File: src/rtl/base64_stream_decoder_defines.svh
// Assertion macros shared by the base64 stream decoder RTL.
// Depends on nothing; included by files that carry concurrent checks.
`ifndef BASE64_STREAM_DECODER_DEFINES_SVH
`define BASE64_STREAM_DECODER_DEFINES_SVH

// Check that cons holds in the same cycle as ante.
`define B64SD_ASSERT_SAME(label, clk, rstn, ante, cons, msg) \
    label: assert property (@(posedge clk) disable iff (!(rstn)) (ante) |-> (cons)) \
        else $error(msg);

// Check that cons holds in the cycle after ante.
`define B64SD_ASSERT_NEXT(label, clk, rstn, ante, cons, msg) \
    label: assert property (@(posedge clk) disable iff (!(rstn)) (ante) |=> (cons)) \
        else $error(msg);

`endif

File: src/rtl/b64sd_pkg.sv
// Package for the base64 stream decoder: word types, run buffer load type,
// character codes and the character-to-sextet map. Depends on nothing.
package b64sd_pkg;

    localparam int unsigned RunDepth = 3;

    localparam logic [7:0] ChUpperA = 8'h41;
    localparam logic [7:0] ChUpperZ = 8'h5a;
    localparam logic [7:0] ChLowerA = 8'h61;
    localparam logic [7:0] ChLowerZ = 8'h7a;
    localparam logic [7:0] ChDigit0 = 8'h30;
    localparam logic [7:0] ChDigit9 = 8'h39;
    localparam logic [7:0] ChPlus   = 8'h2b;
    localparam logic [7:0] ChMinus  = 8'h2d;
    localparam logic [7:0] ChSlash  = 8'h2f;
    localparam logic [7:0] ChUnder  = 8'h5f;

    localparam logic [5:0] LowerBase  = 6'd26;
    localparam logic [5:0] DigitBase  = 6'd52;
    localparam logic [5:0] Sextet62   = 6'd62;
    localparam logic [5:0] Sextet63   = 6'd63;
    localparam logic [5:0] SextetOnes = 6'h3f;

    typedef struct packed {
        logic [7:0] char_code;
        logic       end_of_string;
    } b64sd_in_t;

    typedef struct packed {
        logic [7:0] data_byte;
        logic       last_of_run;
        logic       string_done;
    } b64sd_out_t;

    typedef struct packed {
        logic                     load;
        logic [1:0]               count;
        b64sd_out_t [RunDepth-1:0] items;
    } b64sd_run_t;

    // Result bit 6 flags an invalid character; bits 5:0 carry the sextet.
    function automatic logic [6:0] b64sd_map_char(input logic [7:0] c);
        logic [7:0] d;
        d = '0;
        priority if (c >= ChUpperA && c <= ChUpperZ) begin
            d = c - ChUpperA;
            return {1'b0, d[5:0]};
        end else if (c >= ChLowerA && c <= ChLowerZ) begin
            d = c - ChLowerA;
            return {1'b0, d[5:0] + LowerBase};
        end else if (c >= ChDigit0 && c <= ChDigit9) begin
            d = c - ChDigit0;
            return {1'b0, d[5:0] + DigitBase};
        end else if (c == ChPlus || c == ChMinus) begin
            return {1'b0, Sextet62};
        end else if (c == ChSlash || c == ChUnder) begin
            return {1'b0, Sextet63};
        end else begin
            return {1'b1, SextetOnes};
        end
    endfunction

endpackage

File: src/rtl/base64_stream_decoder.sv
// Base64 stream decoder: one character word in, decoded byte words out.
// Depends on b64sd_pkg and b64sd_run_buffer.
//
// Use: s_data carries one character and its end-of-string flag per word on a
// valid/ready channel. m_data carries decoded bytes, each with last_of_run
// (final byte caused by one character) and string_done (the run that closed
// the final group of a string). A group of four characters, or a shorter one
// cut by end_of_string, yields up to three bytes; byte k appears only when
// character k+1 of the group is valid. Invalid characters count as all ones.
// A completing character is registered in the input register; its run is loaded
// into the run buffer once it is free, which then offers the run's first byte.
// Throughput: one character per cycle while s_ready is high; a run drains
// at one byte per cycle while m_ready is high, and the buffer takes a new run
// only when empty or in the cycle its last byte leaves, so a three-byte run
// followed at full rate by a two-character string stalls its second character.
// Stall: while m_ready is low the run buffer holds; characters that only join
// a group, or close one with no bytes, still enter, and a completing character
// with bytes waits in the input register with s_ready low until the buffer can
// take its run.
// Reset: aresetn (synchronous, active low) empties both registers and starts a
// new group.

module base64_stream_decoder
    import b64sd_pkg::*;
(
    input  logic       aclk,
    input  logic       aresetn,
    input  logic       s_valid,
    output logic       s_ready,
    input  b64sd_in_t  s_data,
    output logic       m_valid,
    input  logic       m_ready,
    output b64sd_out_t m_data
);

    logic                 in_valid_reg, in_valid_next;
    b64sd_in_t            in_data_reg;
    logic [1:0]           group_position_reg, group_position_next;
    logic [2:0][5:0]      held_sextets_reg, held_sextets_next;
    logic [2:0]           held_invalid_reg, held_invalid_next;

    logic [6:0]           mapped;
    logic                 complete;
    logic [3:0][5:0]      sx;
    logic [3:0]           sv;
    logic [2:0][7:0]      bytes;
    b64sd_run_t           run;
    logic [1:0]           idx;
    logic                 run_free;
    logic                 take;

    assign mapped   = b64sd_map_char(in_data_reg.char_code);
    assign complete = in_data_reg.end_of_string || (group_position_reg == 2'd3);

    always_comb begin
        for (int i = 0; i < 4; i++) begin
            if (2'(i) < group_position_reg && i < 3) begin
                sx[i] = held_sextets_reg[i[1:0]];
                sv[i] = !held_invalid_reg[i[1:0]];
            end else if (2'(i) == group_position_reg) begin
                sx[i] = mapped[5:0];
                sv[i] = !mapped[6];
            end else begin
                sx[i] = SextetOnes;
                sv[i] = 1'b0;
            end
        end
    end

    assign bytes[0] = {sx[0], sx[1][5:4]};
    assign bytes[1] = {sx[1][3:0], sx[2][5:2]};
    assign bytes[2] = {sx[2][1:0], sx[3]};

    always_comb begin
        idx       = 2'd0;
        run.items = '0;
        for (int i = 0; i < 3; i++) begin
            if (sv[i+1]) begin
                run.items[idx] = '{data_byte: bytes[i], last_of_run: 1'b0,
                                   string_done: in_data_reg.end_of_string};
                idx = idx + 2'd1;
            end
        end
        if (idx != 2'd0) begin
            run.items[idx - 2'd1].last_of_run = 1'b1;
        end
        run.count = idx;
        run.load  = in_valid_reg && complete && idx != 2'd0 && run_free;
    end

    assign take     = in_valid_reg && (!complete || idx == 2'd0 || run_free);
    assign s_ready  = !in_valid_reg || take;

    always_comb begin
        in_valid_next       = in_valid_reg;
        group_position_next = group_position_reg;
        held_sextets_next   = held_sextets_reg;
        held_invalid_next   = held_invalid_reg;
        if (take) begin
            in_valid_next = 1'b0;
            if (complete) begin
                // drop held group
                group_position_next = 2'd0;
                held_sextets_next   = '0;
                held_invalid_next   = '0;
            end else begin
                held_sextets_next[group_position_reg] = mapped[5:0];
                held_invalid_next[group_position_reg] = mapped[6];
                group_position_next = group_position_reg + 2'd1;
            end
        end
        if (s_valid && s_ready) begin
            in_valid_next = 1'b1;
        end
    end

    always_ff @(posedge aclk) begin
        if (!aresetn) begin
            in_valid_reg       <= 1'b0;
            group_position_reg <= 2'd0;
            held_sextets_reg   <= '0;
            held_invalid_reg   <= '0;
        end else begin
            in_valid_reg       <= in_valid_next;
            group_position_reg <= group_position_next;
            held_sextets_reg   <= held_sextets_next;
            held_invalid_reg   <= held_invalid_next;
        end
    end

    always_ff @(posedge aclk) begin
        if (s_valid && s_ready) begin
            in_data_reg <= s_data;
        end
    end

    b64sd_run_buffer u_run_buffer (
        .aclk     (aclk),
        .aresetn  (aresetn),
        .run_in   (run),
        .run_free (run_free),
        .m_valid  (m_valid),
        .m_ready  (m_ready),
        .m_data   (m_data)
    );

endmodule

File: src/rtl/b64sd_run_buffer.sv
// Output run buffer: holds up to three bytes of a finished group and presents them
// one per cycle as m_ready allows. Depends on b64sd_pkg and the defines header.
`include "base64_stream_decoder_defines.svh"

module b64sd_run_buffer
    import b64sd_pkg::*;
(
    input  logic       aclk,
    input  logic       aresetn,
    input  b64sd_run_t run_in,
    output logic       run_free,
    output logic       m_valid,
    input  logic       m_ready,
    output b64sd_out_t m_data
);

    b64sd_out_t [RunDepth-1:0] entries_reg, entries_next;
    logic [1:0]                count_reg, count_next;
    logic                      pop;

    assign pop      = m_valid && m_ready;
    assign m_valid  = (count_reg != 2'd0);
    assign m_data   = entries_reg[0];
    assign run_free = (count_reg == 2'd0) || (count_reg == 2'd1 && pop);

    always_comb begin
        entries_next = entries_reg;
        count_next   = count_reg;
        if (pop) begin
            // advance
            entries_next[0] = entries_reg[1];
            entries_next[1] = entries_reg[2];
            count_next      = count_reg - 2'd1;
        end
        if (run_in.load) begin
            entries_next = run_in.items;
            count_next   = run_in.count;
        end
    end

    always_ff @(posedge aclk) begin
        if (!aresetn) begin
            count_reg <= 2'd0;
        end else begin
            count_reg <= count_next;
        end
    end

    always_ff @(posedge aclk) begin
        entries_reg <= entries_next;
    end

    `B64SD_ASSERT_SAME(a_load_when_free, aclk, aresetn, run_in.load, run_free,
        "run buffer loaded while still holding bytes")
    `B64SD_ASSERT_SAME(a_load_nonempty, aclk, aresetn, run_in.load, run_in.count != 2'd0,
        "run buffer loaded with an empty run")
    `B64SD_ASSERT_SAME(a_tail_is_last, aclk, aresetn, count_reg == 2'd1,
        m_data.last_of_run, "final byte of a run lacks its last mark")
    `B64SD_ASSERT_NEXT(a_pop_drains, aclk, aresetn, pop && !run_in.load && count_reg == 2'd1,
        !m_valid, "run buffer still valid after its final byte left")

endmodule
File: config.mk
export PLATFORM = sky130hd
export DESIGN_NAME = base64_stream_decoder
export DESIGN_NICKNAME = d
export VERILOG_FILES = /design/src/rtl/b64sd_pkg.sv /design/src/rtl/base64_stream_decoder.sv /design/src/rtl/b64sd_run_buffer.sv
export VERILOG_INCLUDE_DIRS = /design/src /design/src/rtl
export SDC_FILE = /design/constraint.sdc
export NUM_CORES = 1
export LEC_CHECK = 0
export BUFFER_PORTS_ARGS = -buffer_cell sky130_fd_sc_hd__buf_2
export CAP_MARGIN = 5
export CORE_MARGIN = 2
export CORE_UTILIZATION = 50
export DETAILED_ROUTE_END_ITERATION = 6
export PLACE_DENSITY = 0.77
export RECOVER_POWER = 100
export SYNTH_ARGS = -nofsm -noshare
export SYNTH_HDL_FRONTEND = slang
export SYNTH_SLANG_ARGS = --single-unit
File: constraint.sdc
create_clock -name aclk -period 4.4 [get_ports aclk]
set_input_delay 0.88 -clock aclk [delete_from_list [all_inputs] [get_ports aclk]]
set_output_delay 0.88 -clock aclk [all_outputs]
set_load 0.03 [all_outputs]
Word-level counts from Yosys, hierarchy flattened

Cells that the tools add are included.

Magnitude comparators: 17
Reduce and logical (&&, ||, !) cells: 33
Equal/unequal tests: 9
Mux-type cells: 48
$add $sub $neg: 10

Operator list:

| operator                                                                            | count |
|---|---|
| 30-bit bitwise mux                                                                  | 3 |
| 30-bit two-way mux                                                                  | 3 |
| 10-bit demux with 2-bit select                                                      | 3 |
| 6-bit two-way mux                                                                   | 8 |
| 20-bit two-way mux                                                                  | 2 |
| 7-bit two-way mux                                                                   | 5 |
| 10-bit two-way mux                                                                  | 3 |
| 8-bit by 6-bit == test with 1-bit output, second input constant                     | 3 |
| 18-bit bitwise mux                                                                  | 1 |
| 18-bit two-way mux                                                                  | 1 |
| 8-bit by 7-bit greater-or-equal comparator with 1-bit output, second input constant | 2 |
| 8-bit by 7-bit <= comparator with 1-bit output, second input constant               | 2 |
| 1-bit logical AND                                                                   | 14 |
| 6-bit demux with 2-bit select                                                       | 1 |
| 2-bit by 3-bit less-than comparator with 1-bit output, second input constant        | 4 |
| 2-bit two-way mux                                                                   | 6 |
| 6-bit subtractor, second input constant                                             | 2 |
| 1-bit two-way mux                                                                   | 9 |
| 8-bit by 7-bit == test with 1-bit output, second input constant                     | 1 |
| 2-bit by 1-bit greater-or-equal comparator with 1-bit output, second input constant | 4 |
| 8-bit by 6-bit greater-or-equal comparator with 1-bit output, second input constant | 1 |
| 8-bit by 6-bit <= comparator with 1-bit output, second input constant               | 1 |
| 2-bit nonzero test                                                                  | 4 |
| 1-bit logical OR                                                                    | 7 |
| other kinds (16)                                                                    | 27 |

Flip-flop bits (word level): 65
Bits of input ports: 13
Output and inout bits: 12
Logic and storage cells: 135

Longest topological paths before layout

Gate-level depths: netlist of run 1.

Word-level depth: 23
Depth in mapped cells: 19
Mapped depth without buffers: 15

Hierarchy

From an unflattened synthesis of run 1, not the netlist that was laid out.

Cell total of the unflattened synthesis: 391
Area total of the unflattened synthesis: 3,920.0 µm²

Modules (own cells, without submodules):

| module                | area each (µm²) | seq. area each (µm²) | instances | cells each |
|---|---|---|---|---|
| base64_stream_decoder | 2,549.9         | 730.7                | 1         | 310 |
| b64sd_run_buffer      | 1,370.1         | 940.9                | 1         | 81 |

Least setup slack after synthesis of run 1

Ideal clock, no wire load.

Path kind: reg2out
From: reg in_data_reg[3] in the netlist's numbering
To: out s_ready
Stages on the path, launching flop included: 15
Setup slack: -0.005 ns
Required time: 3.520 ns
Data arrival time: 3.525 ns
Buffers on the path: 3
Cells stage by stage: edfxtp_1 > inv_1 > ha_1 > and2_1 > o31a_1 > and2_1 > buf_6 > o41a_1 > clkbuf_1 > ha_1 > a21oi_1 > nor4b_2 > a2111oi_4 > buf_6 > nand2_1

Word-level cells in the longest chain between the ends: 20
Elaborated cells between the ends (all ways): 36
Classes of those cells: 2 x add/sub; 6 x order compare; 4 x eq/ne; 13 x mux; 11 x reduce/logical

Ends and longest elaborated chain:

| element                                                                                              | RTL line                     | source |
|---|---|---|
| start, declared                                                                                      | base64_stream_decoder.sv:37  | `b64sd_in_t in_data_reg;` |
| start signal, assigned                                                                               | base64_stream_decoder.sv:133 | `in_data_reg <= s_data;` |
| branches (longest 6 deep; another with 8-bit by 6-bit greater-or-equal comparator with 1-bit output) | n/a                          |  |
| 7-bit two-way mux *                                                                                  | b64sd_pkg.sv:45              | `priority if (c >= ChUpperA && c <= ChUpperZ) begin` |
| 1-bit zero test *                                                                                    | base64_stream_decoder.sv:62  | `sv[i] = !mapped[6];` |
| 1-bit two-way mux                                                                                    | base64_stream_decoder.sv:60  | `end else if (2'(i) == group_position_reg) begin` |
| 1-bit two-way mux                                                                                    | base64_stream_decoder.sv:57  | `if (2'(i) < group_position_reg && i < 3) begin` |
| 1-bit two-way mux                                                                                    | base64_stream_decoder.sv:78  | `if (sv[i+1]) begin` |
| 2-bit by 1-bit adder with 2-bit output                                                               | base64_stream_decoder.sv:81  | `idx = idx + 2'd1;` |
| 2-bit two-way mux                                                                                    | base64_stream_decoder.sv:78  |  |
| 2-bit by 1-bit adder with 2-bit output                                                               | base64_stream_decoder.sv:81  |  |
| 2-bit two-way mux *                                                                                  | base64_stream_decoder.sv:78  |  |
| 2-bit zero test *                                                                                    | base64_stream_decoder.sv:91  | `assign take = in_valid_reg && (!complete \|\| idx == 2'd0 \|\| run_free);` |
| 1-bit logical OR * (2 in series)                                                                     | base64_stream_decoder.sv:91  |  |
| 1-bit logical AND *                                                                                  | base64_stream_decoder.sv:91  |  |
| 1-bit logical OR *                                                                                   | base64_stream_decoder.sv:92  | `assign s_ready = !in_valid_reg \|\| take;` |
| end, declared                                                                                        | base64_stream_decoder.sv:29  | `output logic s_ready,` |

Mark *: on every way between the ends.

Final worst setup path of run 1

Ends and elaborated chain as after synthesis.

==> results of run 1 <==
## how the worst max path moves through the flow
stage / from / to / slack [ns] / depth (start not counted)
4_1_cts: in_data_reg[1]$_DFFE_PP_ / s_ready / 0.003 / 12
6_report: in_data_reg[3]$_DFFE_PP_ / s_ready / 0.07 / 12
2_1_floorplan: in_data_reg[3]$_DFFE_PP_ / s_ready / 0.02 / 15
5_1_grt: in_data_reg[3]$_DFFE_PP_ / s_ready / -0.05 / 12
3_3_place_gp: in_data_reg[2]$_DFFE_PP_ / u_run_buffer.m_data[6]$_DFFE_PP_ / 0.31 / 16
3_5_place_dp: in_data_reg[2]$_DFFE_PP_ / u_run_buffer.entries_reg[16]$_DFFE_PP_ / 0.1 / 15
## Yosys cell counts (all sizes together) (5+ instances only)
master	instances
a211oi	7
o22ai	13
nand2b	6
o221ai	6
inv	23
a21oi	33
nand3	16
ha	17
and3	7
a31oi	15
mux2	7
clkbuf	11
dfxtp	25
edfxtp	39
nor2	23
and2	5
o21ai	15
nand2	48
nand4	6
nor2b	8
buf	19
a22oi	5
## worst min-delay path, delay by kind of cell (launching register included)
kind / cells / cell delay [ns]
simple gates: 1 / 0.05
flops: 1 / 0.31
compound gates: 1 / 0.05
## layout make-up
cell class / count / area [um2] / area share [%]
inverter: 25 / 95.09 / 2.119
tap: 102 / 127.6 / 2.844
timing repair buffer: 53 / 326.6 / 7.278
clock inverter: 7 / 95.09 / 2.119
multi-input combinational: 297 / 2047 / 45.62
sequential: 64 / 1672 / 37.26
clock buffer: 9 / 123.9 / 2.761
## layer usage
layer  global-route usage (%)  up-vias  part of all wire, %
met5                        0        -                    0
li1                         -     1624                    -
met3                    5.696       46                  7.0
met4                    11.52        0                  3.8
met1                    29.11     1633                   42
met2                    39.37      183                   48
## per-stage QoR
stage          worst slack (ns)  instances   TNS, ns  util, %  hold slack [ns]
3_3_place_gp             0.3061        527         0    53.42           0.4413
3_5_place_dp            0.09815        527         0    53.42           0.4441
6_report                0.06882        557         0    58.37           0.4552
5_1_grt                -0.05257        557  -0.05257    58.37           0.4890
4_1_cts                0.002817        549         0    57.23           0.4539
2_1_floorplan           0.02387        416         0        -           0.4302
## where the power goes
group / switching, W / internal [W]
Clock: 0.000254 / 0.000320
Combinational: 0.000142 / 0.0000788
Sequential: 0.0000129 / 0.000650
Total: 0.000409 / 0.00105
## timing repair
item	in CTS	in global routing
buffers inserted	6	8
endpoints found under the setup margin	1	14
pin swaps	2	5
gates resized for setup	7	17
## cells by family after synthesis
kind of cell,count (synthesis)
xor gates and xnor gates,5
adders and majority gates,17
and+or+nand+nor,135
AOI/OAI and AO/OA,129
DFF,64
buffers and inverters,55
muxes,11
==> results.cfg, run 1 <==
[run_status]
status = finished, final reports clean

[grt]
grt.overflow.total = 0
grt_pass1_wl_um = 15920
grt_pass1_vias = 3224
antenna_found_initial = 0
grt_max_degree = 21
grt_usage_pct = 23.81

[timing]
setup-violations-final = 0
worstMarginPinSlew_ns = 0.7725
hold_violations = 0
final.min_clock_period_ns = 4.331
fin_skew_ns = 0.008473
slew_violations = 0
finalCritPeriodShare_pct = 98.44
slew_headroom_pct = 48.50
fmax_mhz = 230.9

[critical_path]
critical_path.reg2reg.startpoint = in_data_reg[3]$_DFFE_PP_
cpPeakStageDelay_ns = 0.50
reg2reg_to = u_run_buffer.entries_reg[16]$_DFFE_PP_
critical_path_class = register to output pin
crit_buf_inv = 2
r2r_slack_ns = 0.21
crit_path_end_kind = output pin
worstPathCellList = inv_2 > ha_2 > nor2b_2 > o21ai_2 > a221o_1 > o41a_1 > ha_4 > a21oi_1 > nor4b_4 > a2111oi_4 > nand2_1 > buf_6
cp_max_fo = 5
cp_top_family = compound AO/OA/AOI/OAI gates
worstSetupStartpointType = register
critPathRequiredTime_ns = 3.52
reg2reg_depth = 16
crit_slowest_cell = o41a_1
cp_data_arrival_time_ns = 3.45

[synth]
synthTopCellsByArea = edfxtp_1 (30%), dfxtp_1 (13%), ha_1 (5.4%), nand2_1 (4.5%), a21oi_1 (3.4%)
netlist_area_um2 = 3941
synth_top_family_by_area = compound AO/OA/AOI/OAI gates
ys_types = 65
syn_nets = 446
yosys_register_bits = 64
synthMuxAreaShare_pct = 3.016
yosysTopAreaCell = edfxtp_1
synth-edff-count = 39
synth-simple-area-share_pct = 16.92
yosysSeqAreaShare_pct = 42.41
synth_xor_area_share_pct = 1.111
synth_fa_ha_area_share_pct = 5.397
synthCells = 416
yosysTopAreaCellShare_pct = 29.71
synth_flop_cell = edfxtp_1
synthArstFlopShare_pct = 0
avgSynthCellArea_um2 = 9.474
synth-compound-area-share_pct = 23.56
ys_warn_count = 0

[placed_design]
place_area_um2 = 4106
routabilityCongestion = 0.9700
dpl.hpwl_um = 7106
io_buffers = 24

[cells_and_area]
nNetsFinal = 480
largest_reg_flops = 20
antennaDiodeCount = 0
mostFrequentLayoutCell = nand2_1
stdcell_area_um2 = 4487
drive_gt1_share_pct = 20.66
mostFrequentLayoutCells = nand2_1 (47), edfxtp_1 (39), a21oi_1 (26), buf_4 (26), dfxtp_1 (25)
syn2layout_area_growth_pct = 13.84
n_fill_cell = 680

[clocking]
cts_made_buffers = 9
h-tree-depth = 3
hold_buffers = 0
clock_latency_ns = 0.35
clkTransAtPathRegs_ns = 0.07
cts_sinks = 64
root_buffer = clkbuf_8
cts_tree = built
clk_path_buf_depth = 2

[power_and_ir_drop]
ir_worst_vdd_mv = 0.1918
p_per_area_nw_per_um2 = 324.9
finalPower_w = 0.001458
cellLeakagePower_nw = 1.554

[worst_hold_path]
hp-start = held_sextets_reg[9]$_SDFFE_PN0P_
whs_path_depth = 2
hold_class = register to register
hold_end = held_sextets_reg[9]$_SDFFE_PN0P_

[die]
fp.dieW_um = 92.79
core_area_um2 = 7687
dieArea_um2 = 8609
fp.dieH_um = 92.79
initial_utilization_pct = 51.27
rows = 32
boundaryPins = 25

[detailed_routing]
viasPerCell = 6.259
drt_drc_violations_left = 0
drt_iter0_drc = 418
drtAntennaViolNets = 0
wl_per_cell_um = 18.08
vias = 3486
drt_first_pass_iters = 5
wl_um = 10070

[run]
maxCapViolations = 0
(Power assumes the default switching activity.)
==> inputs of run 2 (changes only) <==
--- a/config.mk
+++ b/config.mk
@@ -6,6 +6,7 @@
 export SDC_FILE = /design/constraint.sdc
 export NUM_CORES = 1
 export LEC_CHECK = 0
+export ABC_AREA = 1
 export BUFFER_PORTS_ARGS = -buffer_cell sky130_fd_sc_hd__buf_2
 export CAP_MARGIN = 5
 export CORE_MARGIN = 2
==> run 2 against run 1 <==
  * Critical path depth is 3 higher
  * Largest cell class unchanged
  * Clock power up 7.5%
  * Power rose by 8.8%
  * Area after synthesis is essentially flat
  * Design area decreased by 3.6%
  * Combinational power is 22% higher
  * Fmax increased by 3.9%
  * Synthesized cell count grew 23%
  * Sequential power grew 5.7%
  * Sequential share of layout area grew 1.4 points
  * Register-to-register slack gained 0.44 ns
==> results.cfg, run 2 <==
[synth]
synth-edff-count = 39
yosysTopAreaCellShare_pct = 29.69
netlist_area_um2 = 3945
synth_common_cells = nand2_1 (155), nor2_1 (53), inv_1 (48)
synth_flop_cell = edfxtp_1
syn_nets = 543
synthTopCellsByArea = edfxtp_1 (30%), nand2_1 (15%), dfxtp_1 (13%), o21ai_0 (5.5%), ha_1 (5.4%)
yosysSeqAreaShare_pct = 42.37
yosys_register_bits = 64
yosysTopAreaCell = edfxtp_1
yosysMostFrequentCell = nand2_1
synthArstFlopShare_pct = 0
synthCells = 513
ys_warn_count = 0
ys_types = 34
avgSynthCellArea_um2 = 7.690

[timing]
slew_headroom_pct = 40.57
slew_violations = 0
tns_ns = 0
finalCritPeriodShare_pct = 94.71
final.min_clock_period_ns = 4.167
setup-violations-final = 0
fin_skew_ns = 0.009224
fmax_mhz = 240.0
rsz0062_at_grt = false
hold_violations = 0
worstMarginPinSlew_ns = 0.8847

[critical_path]
cp_max_fo = 10
crit_slowest_cell = edfxtp_1
worstSetupStartpointType = register
cp_data_arrival_time_ns = 3.29
cp_top_family = simple AND/OR/NAND/NOR gates
cpPeakStageDelay_ns = 0.48
critPathRequiredTime_ns = 3.52
crit_buf_inv = 4
critical_path_class = register to output pin
crit_path_end_kind = output pin
r2r_slack_ns = 0.65
worstPathCellList = inv_2 > ha_1 > inv_1 > nand2_1 > nand2_1 > a21oi_1 > nor2_1 > nand3_4 > a21oi_4 > inv_2 > ha_1 > xor2_2 > nand3_4 > nand3_1 > clkbuf_4

[clocking]
cts_tree = built
clk_path_buf_depth = 2
cts_sinks = 64
clock_latency_ns = 0.35
cts_made_buffers = 9
root_buffer = clkbuf_8
h-tree-depth = 3
clkTransAtPathRegs_ns = 0.08

[placed_design]
place_area_um2 = 4056
routabilityCongestion = 0.9434
io_buffers = 24
dpl.hpwl_um = 6596

[detailed_routing]
vias = 3563
drt_iter0_drc = 238
wl_um = 9280
drt_first_pass_iters = 5
drt_drc_violations_left = 0
drtAntennaViolNets = 0
wl_per_cell_um = 14.39
viasPerCell = 5.524

[die]
rows = 32
core_area_um2 = 7687
dieArea_um2 = 8616
fp.dieH_um = 92.83
fp.dieW_um = 92.83
initial_utilization_pct = 51.32
boundaryPins = 25

[grt]
grt_usage_pct = 22.15
grt_max_degree = 29
antenna_found_initial = 0
grt_pass1_vias = 3110
grt.overflow.total = 0
grt_pass1_wl_um = 14850

[power_and_ir_drop]
ir_worst_vdd_mv = 0.2058
p_per_area_nw_per_um2 = 366.9
cellLeakagePower_nw = 2.017

[cells_and_area]
nNetsFinal = 568
drive_gt1_share_pct = 10.50
mostFrequentLayoutCells = nand2_1 (155), nor2_1 (53), inv_1 (46)
antennaDiodeCount = 0
stdcell_area_um2 = 4324
syn2layout_area_growth_pct = 9.610
largest_reg_flops = 20
mostFrequentLayoutCell = nand2_1

[run]
maxCapViolations = 0

[run_status]
status = finished, final reports clean

[worst_hold_path]
hold_class = register to register
-- run 2: cell count changes after synthesis, sizes merged, moves of 8 or more --
| cell | change |
|---|---|
| nand3 | +28 |
| o22ai | -13 |
| nand2 | +109 |
| a31oi | -15 |
| nor2b | -8 |
| inv | +30 |
| o21ai | +29 |
| nor2 | +30 |
-- run 2: final cells by class --
class	instances	area (um2)
clock buffers	9	123.9
clock inverters	7	120.1
fillers	740	3363
inverters	55	209.0
multi-input cells	373	1883
flip-flops and latches	64	1672
well taps	102	127.6
repair buffers	35	188.9
-- run 2: worst min-delay path, cell delays in order (launching register included) --
cell     delay (ns)
dfxtp_1        0.32
nand2_1        0.06
a21oi_1        0.05
-- run 2: metrics by stage --
step | cells | hold WS [ns] | setup slack (ns) | total power [W] | utilization (%)
detailed placement | 620 | 0.4562 | 0.4474 | 0.0009775 | 52.77
floorplan | 513 | 0.4410 | 0.8121 | 0.0009184 | -
global placement | 620 | 0.4509 | 0.5680 | 0.0009711 | 52.77
finish | 645 | 0.4674 | 0.2328 | 0.001587 | 56.25
CTS | 636 | 0.4684 | 0.06481 | 0.001592 | 55.94
global route | 645 | 0.4909 | 0.01726 | 0.001649 | 56.25
-- run 2: path summary, 6_finish.rpt --
check	startpoint	to	depth (start not counted)
worst max-delay path	in_data_reg[1]$_DFFE_PP_	s_ready	15
worst min-delay path	held_sextets_reg[2]$_SDFFE_PN0P_	held_sextets_reg[2]$_SDFFE_PN0P_	2
worst max register to register	in_data_reg[1]$_DFFE_PP_	u_run_buffer.entries_reg[14]$_DFFE_PP_	16
worst min register to register	held_sextets_reg[2]$_SDFFE_PN0P_	held_sextets_reg[2]$_SDFFE_PN0P_	2
-- run 2: kinds of logic after synthesis --
| kind of cell | after synthesis | share of synthesized area (%) |
|---|---|---|
| simple gates | 265 | 29.43 |
| fa+ha+maj | 17 | 5.392 |
| buf+inv | 76 | 9.134 |
| xor+xnor | 5 | 1.300 |
| compound gates | 86 | 12.37 |
| flops | 64 | 42.37 |
-- run 2: power by group --
group	internal, W	leakage [nW]	switching (W)	total (W)
Combinational	0.0000750	1.31	0.000194	0.000269
Sequential	0.000680	0.587	0.0000202	0.000701
Clock	0.000377	0.119	0.000240	0.000617
Total	0.00113	2.02	0.000454	0.00159
-- run 2: repair_timing --
item	4_1_cts	5_1_grt
buffers inserted	0	9
hold buffers	0	0
setup endpoints to repair	0	1
resized for setup	0	3
-- run 2: per-layer routing --
layer | global-route usage, % | up-vias | part of all wire, %
li1 | - | 1727 | -
met1 | 30.98 | 1609 | 45
met2 | 33.57 | 193 | 44
met3 | 3.336 | 34 | 7.9
met4 | 10.66 | 0 | 3.1
met5 | 0 | - | 0
==> inputs of run 3 (changes only) <==
--- a/config.mk
+++ b/config.mk
@@ -12,7 +12,8 @@
 export CORE_MARGIN = 2
 export CORE_UTILIZATION = 50
 export DETAILED_ROUTE_END_ITERATION = 6
-export PLACE_DENSITY = 0.77
+export MAX_ROUTING_LAYER = met4
+export PLACE_DENSITY = 0.75
 export RECOVER_POWER = 100
 export SYNTH_ARGS = -nofsm -noshare
 export SYNTH_HDL_FRONTEND = slang
==> constraint.sdc (replaced) <==
create_clock -name aclk -period 5.3 [get_ports aclk]
set_input_delay 1.06 -clock aclk [delete_from_list [all_inputs] [get_ports aclk]]
set_output_delay 1.06 -clock aclk [all_outputs]
set_load 0.03 [all_outputs]
==> run 3 against run 2 <==
  * First-iteration DRC count up 30%
  * Sequential share of layout area up 1.6 points
  * Power down 27%
  * Critical path type unchanged
==> results.cfg, run 3 (synthesis results as in run 2) <==
[run_status]
status = finished, final reports clean

[cells_and_area]
largest_reg_flops = 20
stdcell_area_um2 = 4154
mostFrequentLayoutCell = nand2_1
mostFrequentLayoutCells = nand2_1 (155), nor2_1 (53), inv_1 (49)
syn2layout_area_growth_pct = 5.296
nNetsFinal = 557
antennaDiodeCount = 0
postLayoutCoreUtil_pct = 54.04
drive_gt1_share_pct = 7.519

[detailed_routing]
drt_iter0_drc = 309
wl_um = 9044
wl_per_cell_um = 14.26
drtAntennaViolNets = 0
vias = 3416
drt_first_pass_iters = 5
viasPerCell = 5.388
drt_drc_violations_left = 0

[die]
rows = 32
boundaryPins = 25
fp.dieH_um = 92.83
core_area_um2 = 7687
fp.dieW_um = 92.83
initial_utilization_pct = 51.32
dieArea_um2 = 8616

[timing]
final.min_clock_period_ns = 4.741
hold_violations = 0
rsz0062_at_grt = false
slew_violations = 0
setup-violations-final = 0
slew_headroom_pct = 40.24
finalCritPeriodShare_pct = 89.45
fin_skew_ns = 0.01211
tns_ns = 0
fmax_mhz = 210.9
worstMarginPinSlew_ns = 0.8896

[placed_design]
dpl.hpwl_um = 6582
io_buffers = 24
routabilityCongestion = 0.9356
place_area_um2 = 4041

[clocking]
clock_latency_ns = 0.35
clk_path_buf_depth = 2
hold_buffers = 0
h-tree-depth = 3
cts_sinks = 64
cts_made_buffers = 9
clkTransAtPathRegs_ns = 0.07
cts_setup_buffers = 0
cts_resized = 0
cts_tree = built
root_buffer = clkbuf_8

[grt]
grt_pass1_wl_um = 15050
grt_pass1_vias = 3081
grt_usage_pct = 22.90
grt.overflow.total = 0
grt_max_degree = 29
antenna_found_initial = 0

[power_and_ir_drop]
p_comb_share_pct = 18.4
ir_worst_vdd_mv = 0.1319
p_per_area_nw_per_um2 = 277.8
p_clk_share_pct = 31.1
power_switching_share_pct = 31.75
p_int_w = 0.0007875
p_switching_w = 0.0003663
p_seq_share_pct = 50.5
cellLeakagePower_nw = 1.922

[critical_path]
cp-endpoint = s_ready
cp_data_arrival_time_ns = 3.68
critPathRequiredTime_ns = 4.24
reg2reg_to = u_run_buffer.count_reg[1]$_SDFFE_PN0P_
critical_path.reg2reg.startpoint = in_data_reg[3]$_DFFE_PP_
critical_path_class = register to output pin
startpoint = in_data_reg[3]$_DFFE_PP_
reg2reg_depth = 18
r2r_slack_ns = 0.98
cp_max_fo = 10
crit_path_end_kind = output pin
worstSetupStartpointType = register

[worst_hold_path]
hold_class = register to register

[run]
maxCapViolations = 0
## run 3: critical path, stage by stage, from the launching register on
cell and delay [ns]:
edfxtp_1 0.50, inv_1 0.23, ha_1 0.27, nand2_1 0.07, nand2_1 0.08, nor2_1 0.04
nor2_1 0.11, nand2_1 0.10, nand2_4 0.12, nand3_4 0.14, a21oi_4 0.21, inv_1 0.21
ha_1 0.38, xor2_1 0.39, nand3_4 0.14, nand3_1 0.13, buf_2 0.21
## run 3: layout make-up
type                       count  area (um2)
fill                         736        3533
multi-input combinational    373        1876
sequential                    64        1672
inverter                      55       209.0
clock buffer                  10       127.6
tap                          102       127.6
timing repair buffer          24       106.4
clock inverter                 6       36.28
## run 3: layer usage
metal / global-route usage [%] / share of wire, % / vias up
li1: - / - / 1702
met1: 32.45 / 48 / 1559
met2: 32.61 / 44 / 143
met3: 4.312 / 6.8 / 12
met4: 8.578 / 1.1 / 0
met5: - / 0 / -
## run 3: how the worst min path moves through the flow
stage	start	to	depth (start not counted)
6_report	held_sextets_reg[1]$_SDFFE_PN0P_	held_sextets_reg[1]$_SDFFE_PN0P_	2
5_1_grt	held_sextets_reg[1]$_SDFFE_PN0P_	held_sextets_reg[1]$_SDFFE_PN0P_	2
4_1_cts	held_sextets_reg[1]$_SDFFE_PN0P_	held_sextets_reg[1]$_SDFFE_PN0P_	2
3_5_place_dp	held_sextets_reg[1]$_SDFFE_PN0P_	held_sextets_reg[1]$_SDFFE_PN0P_	2
3_3_place_gp	held_sextets_reg[1]$_SDFFE_PN0P_	held_sextets_reg[1]$_SDFFE_PN0P_	2
2_1_floorplan	held_sextets_reg[0]$_SDFFE_PN0P_	held_sextets_reg[0]$_SDFFE_PN0P_	2
## run 3: power by group through the flow
stage / Combinational [W] / Clock, W / Sequential (W)
2_1_floorplan: 0.000175 / 0 / 0.000587
3_3_place_gp: 0.000213 / 0 / 0.000592
3_5_place_dp: 0.000216 / 0 / 0.000593
4_1_cts: 0.000218 / 0.000364 / 0.000582
5_1_grt: 0.000239 / 0.000383 / 0.000586
6_report: 0.000213 / 0.000359 / 0.000583
## run 3: metrics by stage
stage	worst slack (ns)	hold slack, ns	cells	total power, W
4_1_cts	0.7371	0.4656	634	0.001164
2_1_floorplan	1.532	0.4410	513	0.0007625
3_3_place_gp	1.276	0.4499	618	0.0008055
3_5_place_dp	1.138	0.4555	618	0.0008099
5_1_grt	0.2857	0.4860	634	0.001208
6_report	0.5591	0.4677	634	0.001154
